File: src/sv/assert_macros.svh
// Assertion macros shared by the canonical Huffman encoder RTL.
// Every macro samples on clk and is disabled while rst_n is low.
`ifndef ASSERT_MACROS_SVH
`define ASSERT_MACROS_SVH

// The consequent must hold in the same cycle as the antecedent.
`define CHK_IMPLY(lbl, ante, cons, msg) \
  lbl: assert property (@(posedge clk) disable iff (!rst_n) (ante) |-> (cons)) \
    else $error(msg);

// The consequent must hold in the cycle after the antecedent.
`define CHK_NEXT(lbl, ante, cons, msg) \
  lbl: assert property (@(posedge clk) disable iff (!rst_n) (ante) |=> (cons)) \
    else $error(msg);

`endif

File: src/sv/chenc_pkg.sv
// Shared constants, types and helper functions for the canonical Huffman encoder.
// No dependencies; the interfaces, the code generator and the top level use this package.
package chenc_pkg;

  localparam int NUM_SYMBOLS = 512;
  localparam int MAX_LEN     = 16;

  localparam int OPC_W  = 2;
  localparam int SYM_W  = 9;
  localparam int LEN_W  = 5;
  localparam int CODE_W = 16;
  localparam int CNT_W  = 10;
  localparam int NC_W   = 17;

  localparam int ADDR_W = (NUM_SYMBOLS > 1) ? $clog2(NUM_SYMBOLS) : 1;
  localparam int LIDX_W = $clog2(MAX_LEN + 1);

  typedef enum logic [OPC_W-1:0] {
    OP_LOAD   = 2'd0,
    OP_BUILD  = 2'd1,
    OP_ENCODE = 2'd2
  } opcode_t;

  // Control from the sequencer to the code generator.
  typedef struct packed {
    logic             clear;
    logic             count_en;
    logic             calc_en;
    logic             assign_en;
    logic [LEN_W-1:0] len;
  } chenc_ctl_t;

  // Mask with the low len bits set.
  function automatic logic [CODE_W-1:0] len_mask(input logic [LEN_W-1:0] len);
    logic [CODE_W-1:0] m;
    for (int i = 0; i < CODE_W; i++) begin
      m[i] = (32'(len) > i);
    end
    return m;
  endfunction

endpackage

File: src/sv/chenc_codegen.sv
// Length counters, next-code registers and the one shared adder of the encoder.
// Depends on chenc_pkg; driven by the sequencer in the top level.
`include "assert_macros.svh"

module chenc_codegen (
  input  logic                          clk,
  input  logic                          rst_n,
  input  chenc_pkg::chenc_ctl_t         ctl,
  output logic [chenc_pkg::CODE_W-1:0]  asg_code
);

  logic [chenc_pkg::CNT_W-1:0]  counts_r [chenc_pkg::MAX_LEN+1];
  logic [chenc_pkg::NC_W-1:0]   next_r   [chenc_pkg::MAX_LEN+1];

  logic [chenc_pkg::LIDX_W-1:0] idx;
  logic [chenc_pkg::LIDX_W-1:0] rd_idx;
  logic [chenc_pkg::CNT_W-1:0]  cnt_rd;
  logic [chenc_pkg::NC_W-1:0]   nc_rd;
  logic [chenc_pkg::NC_W-1:0]   op_a;
  logic [chenc_pkg::NC_W-1:0]   op_b;
  logic [chenc_pkg::NC_W-1:0]   sum;

  assign idx    = chenc_pkg::LIDX_W'(ctl.len);
  // The first-code step reads the level below the one it writes.
  assign rd_idx = ctl.calc_en ? (idx - chenc_pkg::LIDX_W'(1)) : idx;
  assign cnt_rd = counts_r[rd_idx];
  assign nc_rd  = next_r[rd_idx];

  always_comb begin
    if (ctl.count_en) begin
      op_a = chenc_pkg::NC_W'(cnt_rd);
      op_b = chenc_pkg::NC_W'(1);
    end else if (ctl.calc_en) begin
      op_a = nc_rd;
      op_b = chenc_pkg::NC_W'(cnt_rd);
    end else begin
      op_a = nc_rd;
      op_b = chenc_pkg::NC_W'(1);
    end
  end

  assign sum      = op_a + op_b;
  assign asg_code = nc_rd[chenc_pkg::CODE_W-1:0] & chenc_pkg::len_mask(ctl.len);

  always_ff @(posedge clk) begin
    if (ctl.clear) begin
      for (int i = 0; i <= chenc_pkg::MAX_LEN; i++) begin
        counts_r[i] <= '0;
        next_r[i]   <= '0;
      end
    end else if (ctl.count_en) begin
      counts_r[idx] <= sum[chenc_pkg::CNT_W-1:0];
    end else if (ctl.calc_en) begin
      next_r[idx] <= {sum[chenc_pkg::NC_W-2:0], 1'b0};
    end else if (ctl.assign_en) begin
      next_r[idx] <= sum;
    end
  end

  `CHK_IMPLY(a_one_op, 1'b1, $onehot0({ctl.count_en, ctl.calc_en, ctl.assign_en}), "adder shared by two operations")
  `CHK_IMPLY(a_calc_range, ctl.calc_en, (idx >= chenc_pkg::LIDX_W'(2)), "first code step below length two")

endmodule

File: config.mk
export PLATFORM = sky130hd
export DESIGN_NAME = chenc_codegen
export DESIGN_NICKNAME = d
export VERILOG_FILES = /design/src/sv/chenc_pkg.sv /design/src/sv/chenc_codegen.sv
export VERILOG_INCLUDE_DIRS = /design/src /design/src/sv
export SDC_FILE = /design/constraint.sdc
export NUM_CORES = 1
export LEC_CHECK = 0
export BUFFER_PORTS_ARGS = -buffer_cell sky130_fd_sc_hd__buf_4
export CAP_MARGIN = 20
export CORE_ASPECT_RATIO = 1.4
export CORE_MARGIN = 2
export CORE_UTILIZATION = 40
export CTS_CLUSTER_SIZE = 16
export DETAILED_ROUTE_END_ITERATION = 16
export GPL_TIMING_DRIVEN = 0
export PLACE_DENSITY = 0.59
export SLEW_MARGIN = 20
export SYNTH_ARGS = -nofsm -noshare
export SYNTH_HDL_FRONTEND = slang
export SYNTH_SLANG_ARGS = --single-unit
File: constraint.sdc
create_clock -name clk -period 18.4 [get_ports clk]
set_input_delay 1.84 -clock clk [delete_from_list [all_inputs] [get_ports clk]]
set_output_delay 1.84 -clock clk [all_outputs]
set_load 0.05 [all_outputs]
==> impl_metrics.ini <==
[run]
cap_violations = 0

[routing]
drt-initial-drc-count = 2380
viasPerCell = 5.98
routedWlPerCell_um = 32.0
dr.pass1.iters = 5
drt_wl_total_mm = 116
drcViolationCount = 0
antenna_left = 0
num_vias = 21600

[timing]
min_period_over_period = 0.725
skew_ps = 36.5
fin_tns_setup_ps = 0
hold_viol_final = 0
grt_setup_unrepaired = false
final-setup-viol-count = 0
slew_violations = 0
tightest_slew_ps = 1150
slew_headroom = 0.231
fin_crit_ps = 13340
fmax_ghz = 0.0750

[global_route]
grt_antenna_before_repair = 0
grt_max_degree = 19
grt_pass1_wl_mm = 162
grt.total_usage = 0.247
grt_overflow = 0
grt_pass1_vias = 22300

[cts]
cts_buffer_depth = 3
clk_pin_slew_ps = 60
cts_tree = done
postCtsSetupBuffers = 0
cts_max_level = 3
hold_buffers = 0
numCtsBuffers = 82
insertion_delay_ps = 650
cts_root_buf = clkbuf_16
cts_num_sinks = 832
cts_resized = 0

[outcome]
status = finished clean

[setup_path]
start_kind = input port
cp_top_family = buffers and inverters
critPathCaptureType = register
max_stage_delay_ps = 830
crit_buf_inv = 14
crit_required_ps = 18660
slowest_stage = xor2_1
crit_fanout = 17
criticalPathCategory = input port to register
cp_data_arrival_time_ps = 13600

[pwr]
ir_drop_v = 0.0000597
power_density_nw_per_um2 = 111
pwr-share-seq = 0.482
leakage_nw = 14.1
power_mw = 4.63
p_sw_mw = 1.30
switching_share = 0.280
clock_power_share = 0.351
p_int_mw = 3.34
p_comb_frac = 0.167

[floorplanning]
pin_count = 27
die-area_um2 = 94800
die_h_um = 363
fp-row-count = 131
fp.coreArea_um2 = 91300
dieWidth_um = 261
start_util = 0.404

[finish]
regArea_um2 = 25000
syn_to_final_growth_pct = 12.7
multiInputGateArea_um2 = 11300
antenna_cells = 0
fin_nets = 2379
nFillCells = 7822
drive_gt1_frac = 0.233

[logic_synthesis]
synth_top_area_share = 0.677
synth_area_leaders = edfxtp_1 (68%), mux4_2 (15%), nor2_1 (5.0%)
synth_cell_types = 84
synthCells = 2233
synth_area_um2 = 36900
synth_nets = 2259
yosysSeqAreaShare = 0.677
synth_ff_type = edfxtp_1
synth_seq_cells = 832
synth_edf_count = 832
async_flop_share = 0
synth_top_area_cell = edfxtp_1
avgSynthCellArea_um2 = 16.5
ys_warn_count = 0

[placed_design]
dpl.hpwl_mm = 81.7
portBuffers = 22
gp_congestion = 1.03

[min_path]
hold_path.class = register to register
-- path summary, 6_finish.rpt --
check | endpoint | startpoint | depth (start not counted) | slack, ps
max | next_r[31][9] | ctl[0] | 28 | 5060
min | next_r[14][15] | next_r[19][15] | 7 | 1440
max reg2reg | next_r[17][8] | next_r[10][0] | 16 | 11170
min reg2reg | next_r[14][15] | next_r[19][15] | 7 | 1440
-- cells in the mapped netlist, types with 7 or more instances --
master / n
a211oi_1: 18
a21oi_1: 27
a221oi_1: 14
a22oi_1: 12
and2_1: 11
buf_1: 15
buf_2: 42
buf_6: 8
clkbuf_1: 93
edfxtp_1: 832
ha_1: 14
inv_1: 32
mux2_2: 9
mux2i_1: 63
mux4_2: 248
nand2_1: 65
nand2b_1: 39
nand3_1: 13
nor2_1: 493
nor2b_1: 11
nor3_1: 17
nor3_2: 9
o21a_1: 7
o21ai_0: 15
o22ai_1: 13
xor2_1: 7
-- cells by family (layout without fill, tap and decap cells) --
logic type	Yosys count	after routing	synth area share
DFF	832	832	0.677
and+or+nand+nor	696	696	0.0819
muxes	329	329	0.177
buffers and inverters	200	379	0.0249
AOI/OAI and AO/OA	145	145	0.0298
xor gates and xnor gates	16	16	0.00461
adders and majority gates	15	15	0.00529
-- power groups by stage --
| stage | Sequential, mW | Combinational (mW) | Clock [mW] |
|---|---|---|---|
| after detailed placement | 2.27 | 0.763 | 0 |
| after CTS | 2.23 | 0.765 | 1.64 |
| after floorplan | 2.26 | 0.434 | 0 |
| after global placement | 2.27 | 0.726 | 0 |
| final | 2.23 | 0.774 | 1.63 |
| after global routing | 2.24 | 0.805 | 1.71 |
-- flip-flops by register name, summed over array words and instances (netlist names) --
name      cells
next_r      512
counts_r    320
-- layout by cell type, fill, tap and decap left out, types with 18 or more instances in the layout --
master,instances
buf_2,47
inv_1,32
a21oi_1,19
mux4_2,248
buf_4,28
edfxtp_1,832
clkbuf_1,113
a211oi_1,18
mux2i_1,63
clkbuf_16,85
nor2_1,464
nand2_1,65
nand2b_1,28
-- cell type report --
class | count | share of cell area
flip-flops and latches | 832 | 0.600
multi-input cells | 1201 | 0.270
clock buffers | 106 | 0.0530
well taps | 1197 | 0.0360
plain buffers | 166 | 0.0192
repair buffers | 36 | 0.0107
clock inverters | 37 | 0.00749
inverters | 34 | 0.00307
-- through the flow --
step / hold WS (ps) / setup WS [ps] / utilization / instance area, um^2 / instances
after floorplan: 1250 / 9330 / - / 36900 / 2233
after global placement: 1420 / 3980 / 0.423 / 38600 / 3452
after detailed placement: 1420 / 4710 / 0.428 / 39100 / 3465
after CTS: 1430 / 5330 / 0.455 / 41600 / 3608
after global routing: 1570 / 4770 / 0.456 / 41600 / 3609
final: 1440 / 5060 / 0.456 / 41600 / 3609
-- tightest hold or removal path, delay by kind of cell (launching register included) --
family | cells | cell delay [ps]
DFF | 1 | 320
and+or+nand+nor | 3 | 270
AOI/OAI and AO/OA | 3 | 500
muxes | 1 | 240
-- metal layers --
layer | up-vias | global-route usage | part of all wire
met2 | 1120 | 0.422 | 0.50
met1 | 11200 | 0.287 | 0.35
met3 | 320 | 0.0379 | 0.065
li1 | 8897 | - | -
met5 | - | 0 | 0
met4 | 0 | 0.165 | 0.078
(Power assumes the default switching activity.)
